--- src/hw/rtl/brlt_pkg.sv ---
// Shared types and constants for the bucketed ring lookup table.
package brlt_pkg;

  // Field widths of the request and result items.
  localparam int KEY_W = 17;
  localparam int CNT_W = 7;
  localparam int ST_W  = 2;
  // Bucket number of any 17-bit key (up to 13) fits in four bits.
  localparam int BKT_W = 4;

  // Keys per bucket.
  localparam logic [KEY_W-1:0] KEY_SPAN = 17'd10000;

  // Request opcodes.
  localparam logic OP_INSERT = 1'b0;
  localparam logic OP_SEARCH = 1'b1;

  // Result status codes.
  typedef enum logic [ST_W-1:0] {
    ST_INSERTED = 2'd0,
    ST_FOUND    = 2'd1,
    ST_MISSING  = 2'd2,
    ST_REJECTED = 2'd3
  } status_t;

  // Flags and difference from the shared compare-subtract unit.
  typedef struct packed {
    logic             eq;
    logic             ge;
    logic [KEY_W-1:0] diff;
  } alu_res_t;

endpackage

--- src/hw/rtl/brlt_if.sv ---
// Request and result channel interfaces with valid/ready handshake.
interface brlt_in_if;
  import brlt_pkg::*;

  logic             valid;
  logic             ready;
  logic             opcode;
  logic [KEY_W-1:0] product_key;
  logic [CNT_W-1:0] stock_count;

  modport source(output valid, output opcode, output product_key, output stock_count,
                 input ready);
  modport sink(input valid, input opcode, input product_key, input stock_count,
               output ready);
endinterface

interface brlt_out_if;
  import brlt_pkg::*;

  logic             valid;
  logic             ready;
  logic [ST_W-1:0]  status;
  logic [CNT_W-1:0] found_count;
  logic [KEY_W-1:0] next_key;
  logic [KEY_W-1:0] prev_key;

  modport source(output valid, output status, output found_count, output next_key,
                 output prev_key, input ready);
  modport sink(input valid, input status, input found_count, input next_key,
               input prev_key, output ready);
endinterface

--- src/hw/rtl/bucketed_ring_lookup_table_core.sv ---
// Top level of the bucketed ring lookup table: sequencer, bucket state and result register.
//
// Each request is worked on alone. The bucket (key / 10000) is found first by repeated
// compare-subtract on the shared unit, one step per cycle; S_LOOKUP then reads the bucket's
// fill and head. An insert moves each slot from head to fill-1 up by one through the entry
// memory, reading it in S_SH_RD and writing it in S_SH_WR, then writes the new entry in
// S_INS_WR. A search reads and compares one ring entry at a time from the head on, in S_SR_RD
// and S_SR_CMP, and a hit reads the neighbor keys in S_HIT_NX and S_HIT_PV. S_DONE hands the
// result to the output register, and the next request is taken while that result waits.
// The store needs no clearing pass after reset.
module bucketed_ring_lookup_table_core #(
  parameter int BUCKETS    = 10,
  parameter int RING_DEPTH = 16
) (
  input  logic       clk,
  input  logic       rst_n,
  brlt_in_if.sink    in_req,
  brlt_out_if.source out_rsp
);
  import brlt_pkg::*;

  localparam int DEPTH = BUCKETS * RING_DEPTH;
  localparam int AW    = $clog2(DEPTH);
  localparam int FW    = $clog2(RING_DEPTH + 1);
  localparam int HW    = $clog2(RING_DEPTH);
  localparam int BIW   = (BUCKETS > 1) ? $clog2(BUCKETS) : 1;
  localparam int DW    = KEY_W + CNT_W;

  typedef enum logic [3:0] {
    S_IDLE,
    S_DIV,
    S_LOOKUP,
    S_SH_RD,
    S_SH_WR,
    S_INS_WR,
    S_SR_RD,
    S_SR_CMP,
    S_HIT_NX,
    S_HIT_PV,
    S_DONE
  } state_t;

  state_t state_r, state_nxt;

  // Request registers.
  logic             op_r, op_nxt;
  logic [KEY_W-1:0] key_r, key_nxt;
  logic [CNT_W-1:0] cnt_r, cnt_nxt;

  // Bucket division registers.
  logic [KEY_W-1:0] rem_r, rem_nxt;
  logic [BKT_W-1:0] bkt_r, bkt_nxt;
  logic [AW-1:0]    base_r, base_nxt;

  // Ring walk registers.
  logic [FW-1:0]    n_r, n_nxt;
  logic [HW-1:0]    h_r, h_nxt;
  logic [FW-1:0]    idx_r, idx_nxt;
  logic [HW-1:0]    pos_r, pos_nxt;
  logic [FW-1:0]    step_r, step_nxt;
  logic [HW-1:0]    pv_r, pv_nxt;

  // Result being built, and the output register.
  status_t          res_status_r, res_status_nxt;
  logic [CNT_W-1:0] res_count_r, res_count_nxt;
  logic [KEY_W-1:0] res_next_r, res_next_nxt;
  logic [KEY_W-1:0] res_prev_r, res_prev_nxt;
  logic             out_valid_r, out_valid_nxt;
  logic [ST_W-1:0]  out_status_r, out_status_nxt;
  logic [CNT_W-1:0] out_count_r, out_count_nxt;
  logic [KEY_W-1:0] out_next_r, out_next_nxt;
  logic [KEY_W-1:0] out_prev_r, out_prev_nxt;

  // Per-bucket fill and head.
  logic [FW-1:0] fill_r [BUCKETS];
  logic [HW-1:0] head_r [BUCKETS];
  logic          fill_we, head_we;
  logic [FW-1:0] fill_wdata;
  logic [HW-1:0] head_wdata;

  // Memory and shared unit hookup.
  logic          wr_en;
  logic [AW-1:0] wr_addr, rd_addr;
  logic [DW-1:0] wr_data, rd_data;
  logic [KEY_W-1:0] rd_key;
  logic [CNT_W-1:0] rd_cnt;
  logic [KEY_W-1:0] alu_a, alu_b;
  alu_res_t         alu_res;

  logic [BIW-1:0] bi;
  logic           in_range;
  logic [FW-1:0]  fill_cur;
  logic [HW-1:0]  head_cur;
  logic [HW-1:0]  nx_pos;
  logic           out_load;

  assign bi       = bkt_r[BIW-1:0];
  assign in_range = (bkt_r < BKT_W'(BUCKETS));
  assign fill_cur = fill_r[bi];
  assign head_cur = head_r[bi];
  assign rd_key   = rd_data[DW-1:CNT_W];
  assign rd_cnt   = rd_data[CNT_W-1:0];

  // Ring successor of the probed position.
  assign nx_pos = ((FW'(pos_r) + FW'(1)) == n_r) ? '0 : (pos_r + HW'(1));

  // Shared unit: divides during S_DIV, matches keys otherwise.
  assign alu_a = (state_r == S_DIV) ? rem_r : rd_key;
  assign alu_b = (state_r == S_DIV) ? KEY_SPAN : key_r;

  brlt_alu u_alu (
    .a   (alu_a),
    .b   (alu_b),
    .res (alu_res)
  );

  brlt_mem #(
    .DEPTH (DEPTH),
    .AW    (AW),
    .DW    (DW)
  ) u_mem (
    .clk     (clk),
    .wr_en   (wr_en),
    .wr_addr (wr_addr),
    .wr_data (wr_data),
    .rd_addr (rd_addr),
    .rd_data (rd_data)
  );

  // Sequencer next-state and datapath.
  always_comb begin
    state_nxt      = state_r;
    op_nxt         = op_r;
    key_nxt        = key_r;
    cnt_nxt        = cnt_r;
    rem_nxt        = rem_r;
    bkt_nxt        = bkt_r;
    base_nxt       = base_r;
    n_nxt          = n_r;
    h_nxt          = h_r;
    idx_nxt        = idx_r;
    pos_nxt        = pos_r;
    step_nxt       = step_r;
    pv_nxt         = pv_r;
    res_status_nxt = res_status_r;
    res_count_nxt  = res_count_r;
    res_next_nxt   = res_next_r;
    res_prev_nxt   = res_prev_r;
    fill_we        = 1'b0;
    head_we        = 1'b0;
    fill_wdata     = n_r + FW'(1);
    head_wdata     = h_r;
    wr_en          = 1'b0;
    wr_addr        = base_r + AW'(idx_r);
    wr_data        = rd_data;
    rd_addr        = base_r + AW'(pos_r);
    out_load       = 1'b0;

    case (state_r)
      S_IDLE: begin
        if (in_req.valid) begin
          op_nxt         = in_req.opcode;
          key_nxt        = in_req.product_key;
          cnt_nxt        = in_req.stock_count;
          rem_nxt        = in_req.product_key;
          bkt_nxt        = '0;
          base_nxt       = '0;
          res_status_nxt = ST_MISSING;
          res_count_nxt  = '0;
          res_next_nxt   = '0;
          res_prev_nxt   = '0;
          state_nxt      = S_DIV;
        end
      end
      // One subtraction of the bucket span per cycle.
      S_DIV: begin
        if (alu_res.ge) begin
          rem_nxt  = alu_res.diff;
          bkt_nxt  = bkt_r + BKT_W'(1);
          base_nxt = base_r + AW'(RING_DEPTH);
        end else begin
          state_nxt = S_LOOKUP;
        end
      end
      // Read the bucket's fill and head and pick the operation path.
      S_LOOKUP: begin
        n_nxt = fill_cur;
        if (op_r == OP_INSERT) begin
          if (!in_range || fill_cur == FW'(RING_DEPTH)) begin
            res_status_nxt = ST_REJECTED;
            state_nxt      = S_DONE;
          end else begin
            h_nxt     = (FW'(head_cur) > fill_cur) ? '0 : head_cur;
            idx_nxt   = fill_cur;
            state_nxt = (fill_cur > FW'(h_nxt)) ? S_SH_RD : S_INS_WR;
          end
        end else begin
          if (!in_range || fill_cur == '0) begin
            res_status_nxt = ST_MISSING;
            state_nxt      = S_DONE;
          end else begin
            pos_nxt   = (FW'(head_cur) >= fill_cur) ? '0 : head_cur;
            step_nxt  = '0;
            state_nxt = S_SR_RD;
          end
        end
      end
      // Move the slot below idx up into idx.
      S_SH_RD: begin
        rd_addr   = base_r + AW'(idx_r - FW'(1));
        state_nxt = S_SH_WR;
      end
      S_SH_WR: begin
        wr_en     = 1'b1;
        idx_nxt   = idx_r - FW'(1);
        state_nxt = (idx_nxt > FW'(h_r)) ? S_SH_RD : S_INS_WR;
      end
      // Write the new entry at the head slot.
      S_INS_WR: begin
        wr_en          = 1'b1;
        wr_addr        = base_r + AW'(h_r);
        wr_data        = {key_r, cnt_r};
        fill_we        = 1'b1;
        head_we        = 1'b1;
        res_status_nxt = ST_INSERTED;
        state_nxt      = S_DONE;
      end
      // Probe the ring from the head toward successors.
      S_SR_RD: begin
        state_nxt = S_SR_CMP;
      end
      S_SR_CMP: begin
        if (alu_res.eq) begin
          head_we       = 1'b1;
          head_wdata    = pos_r;
          res_count_nxt = rd_cnt;
          pv_nxt        = (pos_r == '0) ? HW'(n_r - FW'(1)) : (pos_r - HW'(1));
          rd_addr       = base_r + AW'(nx_pos);
          state_nxt     = S_HIT_NX;
        end else if ((step_r + FW'(1)) == n_r) begin
          res_status_nxt = ST_MISSING;
          state_nxt      = S_DONE;
        end else begin
          step_nxt  = step_r + FW'(1);
          pos_nxt   = nx_pos;
          state_nxt = S_SR_RD;
        end
      end
      // Collect the neighbor keys of the hit.
      S_HIT_NX: begin
        res_next_nxt = rd_key;
        rd_addr      = base_r + AW'(pv_r);
        state_nxt    = S_HIT_PV;
      end
      S_HIT_PV: begin
        res_prev_nxt   = rd_key;
        res_status_nxt = ST_FOUND;
        state_nxt      = S_DONE;
      end
      // Hand the result over once the output register is free.
      S_DONE: begin
        if (!out_valid_r || out_rsp.ready) begin
          out_load  = 1'b1;
          state_nxt = S_IDLE;
        end
      end
      default: begin
        state_nxt = S_IDLE;
      end
    endcase
  end

  // Output register.
  always_comb begin
    out_valid_nxt  = out_load | (out_valid_r & ~out_rsp.ready);
    out_status_nxt = out_load ? res_status_r : out_status_r;
    out_count_nxt  = out_load ? res_count_r : out_count_r;
    out_next_nxt   = out_load ? res_next_r : out_next_r;
    out_prev_nxt   = out_load ? res_prev_r : out_prev_r;
  end

  always_ff @(posedge clk) begin
    if (!rst_n) begin
      state_r     <= S_IDLE;
      out_valid_r <= 1'b0;
      for (int i = 0; i < BUCKETS; i++) begin
        fill_r[i] <= '0;
        head_r[i] <= '0;
      end
    end else begin
      state_r     <= state_nxt;
      out_valid_r <= out_valid_nxt;
      if (fill_we) begin
        fill_r[bi] <= fill_wdata;
      end
      if (head_we) begin
        head_r[bi] <= head_wdata;
      end
    end
    op_r         <= op_nxt;
    key_r        <= key_nxt;
    cnt_r        <= cnt_nxt;
    rem_r        <= rem_nxt;
    bkt_r        <= bkt_nxt;
    base_r       <= base_nxt;
    n_r          <= n_nxt;
    h_r          <= h_nxt;
    idx_r        <= idx_nxt;
    pos_r        <= pos_nxt;
    step_r       <= step_nxt;
    pv_r         <= pv_nxt;
    res_status_r <= res_status_nxt;
    res_count_r  <= res_count_nxt;
    res_next_r   <= res_next_nxt;
    res_prev_r   <= res_prev_nxt;
    out_status_r <= out_status_nxt;
    out_count_r  <= out_count_nxt;
    out_next_r   <= out_next_nxt;
    out_prev_r   <= out_prev_nxt;
  end

  assign in_req.ready        = (state_r == S_IDLE);
  assign out_rsp.valid       = out_valid_r;
  assign out_rsp.status      = out_status_r;
  assign out_rsp.found_count = out_count_r;
  assign out_rsp.next_key    = out_next_r;
  assign out_rsp.prev_key    = out_prev_r;

`ifndef ASSERT_OFF
  // A bucket in range never holds more entries than a ring has slots.
  a_fill_bound: assert property (@(posedge clk) disable iff (!rst_n)
    (state_r == S_LOOKUP && in_range) |-> (fill_cur <= FW'(RING_DEPTH)))
    else $error("bucket fill exceeds ring depth");

  // Slot moves stay between the head and the old fill.
  a_shift_window: assert property (@(posedge clk) disable iff (!rst_n)
    (state_r == S_SH_WR) |-> (idx_r > FW'(h_r) && idx_r <= n_r))
    else $error("ring shift outside head..fill");

  // The search never probes past the occupied slots.
  a_probe_bound: assert property (@(posedge clk) disable iff (!rst_n)
    (state_r == S_SR_CMP) |-> (step_r < n_r && FW'(pos_r) < n_r))
    else $error("search probe out of ring");

  // A result appears only out of the handover state.
  a_out_source: assert property (@(posedge clk) disable iff (!rst_n)
    $rose(out_valid_r) |-> ($past(state_r) == S_DONE))
    else $error("result raised outside handover");

  // A stalled result is never overwritten by the next one.
  a_out_hold: assert property (@(posedge clk) disable iff (!rst_n)
    (out_valid_r && !out_rsp.ready) |-> !out_load)
    else $error("pending result overwritten");
`endif

endmodule

--- src/hw/rtl/brlt_alu.sv ---
// Shared compare-subtract unit for bucket division and key matching.
module brlt_alu (
  input  logic [brlt_pkg::KEY_W-1:0] a,
  input  logic [brlt_pkg::KEY_W-1:0] b,
  output brlt_pkg::alu_res_t         res
);
  import brlt_pkg::*;

  logic [KEY_W:0] sub;

  // One subtract gives the difference, and its borrow gives the ordering.
  assign sub      = {1'b0, a} - {1'b0, b};
  assign res.diff = sub[KEY_W-1:0];
  assign res.ge   = ~sub[KEY_W];
  assign res.eq   = (a == b);

endmodule

--- src/hw/rtl/brlt_mem.sv ---
// Entry store: one write port and one registered read port.
module brlt_mem #(
  parameter int DEPTH = 160,
  parameter int AW    = 8,
  parameter int DW    = 24
) (
  input  logic          clk,
  input  logic          wr_en,
  input  logic [AW-1:0] wr_addr,
  input  logic [DW-1:0] wr_data,
  input  logic [AW-1:0] rd_addr,
  output logic [DW-1:0] rd_data
);

  logic [DW-1:0] mem_r [DEPTH];
  logic [DW-1:0] rd_data_r;

  // Write port.
  always_ff @(posedge clk) begin
    if (wr_en) begin
      mem_r[wr_addr] <= wr_data;
    end
  end

  // Read port, data available the cycle after the address.
  always_ff @(posedge clk) begin
    rd_data_r <= mem_r[rd_addr];
  end

  assign rd_data = rd_data_r;

endmodule

--- src/flat_wrapper.sv ---
// flat-port wrapper written by rule: the top's interface ports become plain ports
module bucketed_ring_lookup_table_core_flat import brlt_pkg::*;
#(
  parameter int BUCKETS    = 10,
  parameter int RING_DEPTH = 16
)
  (clk, rst_n, in_req_valid, in_req_opcode, in_req_product_key, in_req_stock_count, in_req_ready, out_rsp_valid, out_rsp_status, out_rsp_found_count, out_rsp_next_key, out_rsp_prev_key, out_rsp_ready);
  brlt_in_if in_req_i ();
  brlt_out_if out_rsp_i ();
  input  logic clk;
  input  logic rst_n;
  input wire logic [$bits(in_req_i.valid)-1:0] in_req_valid;
  input wire logic [$bits(in_req_i.opcode)-1:0] in_req_opcode;
  input wire logic [$bits(in_req_i.product_key)-1:0] in_req_product_key;
  input wire logic [$bits(in_req_i.stock_count)-1:0] in_req_stock_count;
  output wire logic [$bits(in_req_i.ready)-1:0] in_req_ready;
  output wire logic [$bits(out_rsp_i.valid)-1:0] out_rsp_valid;
  output wire logic [$bits(out_rsp_i.status)-1:0] out_rsp_status;
  output wire logic [$bits(out_rsp_i.found_count)-1:0] out_rsp_found_count;
  output wire logic [$bits(out_rsp_i.next_key)-1:0] out_rsp_next_key;
  output wire logic [$bits(out_rsp_i.prev_key)-1:0] out_rsp_prev_key;
  input wire logic [$bits(out_rsp_i.ready)-1:0] out_rsp_ready;
  assign in_req_i.valid = in_req_valid;
  assign in_req_i.opcode = in_req_opcode;
  assign in_req_i.product_key = in_req_product_key;
  assign in_req_i.stock_count = in_req_stock_count;
  assign in_req_ready = in_req_i.ready;
  assign out_rsp_valid = out_rsp_i.valid;
  assign out_rsp_status = out_rsp_i.status;
  assign out_rsp_found_count = out_rsp_i.found_count;
  assign out_rsp_next_key = out_rsp_i.next_key;
  assign out_rsp_prev_key = out_rsp_i.prev_key;
  assign out_rsp_i.ready = out_rsp_ready;
  bucketed_ring_lookup_table_core #(.BUCKETS(BUCKETS), .RING_DEPTH(RING_DEPTH)) u_core (.clk(clk), .rst_n(rst_n), .in_req(in_req_i), .out_rsp(out_rsp_i));
endmodule
--- config.mk ---
export PLATFORM = sky130hd
export DESIGN_NAME = bucketed_ring_lookup_table_core_flat
export DESIGN_NICKNAME = d
export VERILOG_FILES = /design/src/hw/rtl/brlt_pkg.sv /design/src/hw/rtl/brlt_if.sv /design/src/hw/rtl/bucketed_ring_lookup_table_core.sv /design/src/hw/rtl/brlt_alu.sv /design/src/hw/rtl/brlt_mem.sv /design/src/flat_wrapper.sv
export SDC_FILE = /design/constraint.sdc
export NUM_CORES = 2
export LEC_CHECK = 0
export ABC_CLOCK_PERIOD_IN_PS = 6400
export BUFFER_PORTS_ARGS = -buffer_cell sky130_fd_sc_hd__buf_4
export CAP_MARGIN = 20
export CORE_MARGIN = 3
export CORE_UTILIZATION = 30
export DETAILED_ROUTE_END_ITERATION = 6
export PLACE_DENSITY_LB_ADDON = 0.25
export SYNTH_ARGS = -nofsm -noshare
export SYNTH_HDL_FRONTEND = slang
export SYNTH_SLANG_ARGS = --single-unit
--- constraint.sdc ---
create_clock -name clk -period 6.4 [get_ports clk]
set_clock_uncertainty 0.1 [all_clocks]
set_input_delay 1.28 -clock clk [delete_from_list [all_inputs] [get_ports clk]]
set_output_delay 1.28 -clock clk [all_outputs]
set_load 0.03 [all_outputs]
==> results.sh <==
export IMPL_grt_max_degree=161
export IMPL_grt_usage_pct=20.3
export IMPL_ys_seq_area_share_pct=74.3
export IMPL_hpwl_mm=370
export IMPL_synth_compound_area_share_pct=5.72
export IMPL_min_to="u_core.cnt_r[0]"
export IMPL_hold_path_class="in2reg"
export IMPL_min_from="in_req_stock_count[0]"
export IMPL_initial_core_util_pct=30.2
export IMPL_synth_cell_type_count=84
export IMPL_setup_viol=0
export IMPL_root_buffer="clkbuf_16"
export IMPL_cts_tree="built"
export IMPL_finalNetCount=13200
export IMPL_synth_nets=12700
export IMPL_synthCells=12600
export IMPL_finalHoldViolations=0
export IMPL_syn_to_final_growth_pct=17.4
export IMPL_synth_simple_gate_area_share_pct=15.0
export IMPL_route_met2_wl_mm=269
export IMPL_critPathCaptureType="flip-flop"
export IMPL_synth_xor_area_share_pct=0.201
export IMPL_vias=111000
export IMPL_max_slew_margin_rel_pct=12.4
export IMPL_drtIter0Drc=14900
export IMPL_grt_pass1_vias=104000
export IMPL_r2r_end="u_core.u_mem.rd_data[22]"
export IMPL_core_area_um2=558000
export IMPL_final_antenna_net_count=0
export IMPL_crit_fanout=71
export IMPL_synthesis_area_um2=168000
export IMPL_design_area_um2=198000
export IMPL_dp_cells=20200
export IMPL_die_height_um=755
export IMPL_yosys_warnings=0
export IMPL_wl_met3_mm=52.8
export IMPL_die_w_um=755
export IMPL_avgRoutedWirePerCell_um=28.7
export IMPL_vias_per_cell=5.31
export IMPL_port_buffers=73
export IMPL_period_needed_ns=6.19
export IMPL_irDropWorstVdd_mv=0.436
export IMPL_clkLatencyLatePin_ns=1.07
export IMPL_maxCapViolCount=0
export IMPL_clock_sinks=4180
export IMPL_ys_ff_latch=4180
export IMPL_pre_cts_ws_ns=-0.0475
export IMPL_r2r_cells=18
export IMPL_yosys_area_top_type_share_pct=73.9
export IMPL_r2r_start="u_core.state_r[1]"
export IMPL_routed_top_layer="met5"
export IMPL_placed_area_um2=184000
export IMPL_rows=274
export IMPL_cp_start_kind="flip-flop"
export IMPL_maxSlewViolCount=0
export IMPL_drive_above_1_share_pct=13.5
export IMPL_routed_wl_mm=601
export IMPL_worst_endpoint_arrival_ns=6.91
export IMPL_setup_tns_ns=0
export IMPL_syn_avg_cell_area_um2=13.3
export IMPL_r2r_slack_ns=0.21
export IMPL_antenna_found_initial=40
export IMPL_ios=74
export IMPL_synthArstFlopShare_pct=0
export IMPL_gp_congestion=0.885
export IMPL_synth_edff_count=4147
export IMPL_worst_pin_slew_ns=1.31
export IMPL_status="complete, no violations"
export IMPL_first_pass_iters=6
export IMPL_grt_overflow_total=0
export IMPL_synth_ff_type="edfxtp_1"
export IMPL_synthMuxAreaShare_pct=2.03
export IMPL_synth_top_area_cell="edfxtp_1"
export IMPL_htreeDepth=5
export IMPL_hold_depth=1
export IMPL_final_cell_mix="edfxtp_1, nand2_1, nand3_1"
export IMPL_leakagePower_uw=0.0671
export IMPL_synthTopCellsByArea="edfxtp_1, nand2_1, nand3_1"
export IMPL_min_period_over_period_pct=96.6
export IMPL_clock_path_buffers=4
export IMPL_crit_type="reg2reg"
export IMPL_p_per_area_nw_per_um2=522
export IMPL_rsz0062_at_grt="false"
export IMPL_worst_slack_ns=0.215
export IMPL_worstPathRequired_ns=7.13
export IMPL_die_area_um2=571000
export IMPL_wl_met1_mm=258
export IMPL_power_total_uw=103000
export IMPL_drc=0
export IMPL_cts_buffers=438
export IMPL_synth_top_family_by_area="simple AND/OR/NAND/NOR gates"
export IMPL_grt_pass1_wl_mm=839
export IMPL_path_clk_slew_ns=0.06
export IMPL_layout_commonest_cell="edfxtp_1"
export IMPL_synthAdderAreaFrac_pct=0.336
export IMPL_fmax_mhz=162
export IMPL_finalNonFillerCells=21000
[sequential cells by signal (all words and copies together) (netlist names), 17 cells and up, named ones only]
| register | count |
|---|---|
| u_core.u_mem.mem_r | 3840 |
| u_core.head_r | 64 |
| u_core.out_rsp.next_key | 17 |
| u_core.res_prev_r | 17 |
| u_core.res_next_r | 17 |
| u_core.u_mem.rd_data | 24 |
| u_core.rem_r | 17 |
| u_core.out_rsp.prev_key | 17 |
| u_core.key_r | 17 |
| u_core.fill_r | 80 |
[metal layers]
layer  up-vias  GRT usage, %
li1      48100             -
met1     57200          29.1
met2      5182          31.2
met3       817          3.60
met4        12          6.66
met5         -             0
[Yosys cell counts (all sizes together), types with 59 or more instances]
| library cell | number |
|---|---|
| nor3 | 81 |
| a211oi | 74 |
| nor2 | 348 |
| nand2 | 3619 |
| and3 | 264 |
| buf | 538 |
| a21oi | 189 |
| a31oi | 133 |
| mux2i | 227 |
| edfxtp | 4147 |
| nand3 | 1356 |
| a32oi | 74 |
| nand4 | 78 |
| o21ai | 166 |
| and2 | 59 |
| a311oi | 308 |
| clkbuf | 298 |
[cell type report]
class,instances,area (um2)
flip-flops and latches,4180,125000
well taps,7452,9320
fillers,54000,360000
repair buffers,906,8750
inverters,52,195
clock inverters,252,2510
diodes,13,32.5
multi-input cells,7570,40400
clock buffers,545,11400
[worst max path at each step]
stage | end | startpoint | slack, ns | cells past startpoint
finish | u_core.u_mem.rd_data[22] | u_core.state_r[1] | 0.21 | 18
global placement | u_core.u_mem.rd_data[18] | u_core.state_r[1] | -0.28 | 18
CTS | u_core.u_mem.rd_data[1] | u_core.state_r[1] | 0.09 | 19
floorplan | u_core.state_r[2] | flip-flop | 1.05 | 22
global route | u_core.u_mem.rd_data[0] | u_core.state_r[1] | 0.06 | 21
detailed placement | u_core.u_mem.rd_data[18] | u_core.state_r[1] | -0.05 | 20
[repair_timing]
item                                   4_1_cts  5_1_grt
buffers inserted                             0        4
gates resized for setup                      1        4
setup endpoints to repair                    1        9
hold buffers                                 0        0
pin swaps                                    0        2
gates cloned                                 0        0
endpoints found under the hold margin        0        0
[critical path, cell delays in order (launching register included)]
cell	delay, ns
dfxtp_1	0.35
nor2_1	0.24
nand3b_1	0.16
buf_12	0.23
nand2_1	0.10
nand2_1	0.07
ha_1	0.33
and4_1	0.33
and4_1	0.33
a21oi_1	0.20
a32oi_1	0.46
and2_4	0.64
nand2_2	0.43
buf_12	0.31
nand3_1	0.23
nor2_1	0.12
o311ai_0	0.92
buf_4	0.24
o221ai_1	0.10
[stage by stage]
| step | utilization, % | hold WS (ns) |
|---|---|---|
| finish | 35.4 | 0.311 |
| floorplan | - | 0.300 |
| detailed placement | 32.9 | 0.305 |
| global route | 35.4 | 0.290 |
| global placement | 32.9 | 0.303 |
| CTS | 35.4 | 0.232 |
[power breakdown]
part	switching, uW	internal, uW	leakage, uW	total, uW
combinational	31000	11400	0.0225	42400
sequential	717	34900	0.0377	35600
clock	11100	14100	0.00679	25200
total	42800	60400	0.0671	103000
[cells by family (layout without fill, tap and decap cells)]
kind of cell	count (synthesis)	in the layout
simple gates	5899	5899
flops	4180	4180
compound gates	1306	1306
buf+inv	888	1755
mux	284	284
fa+ha+maj	44	44
xor+xnor	37	37
other cells	0	13
(Power assumes the default switching activity.)
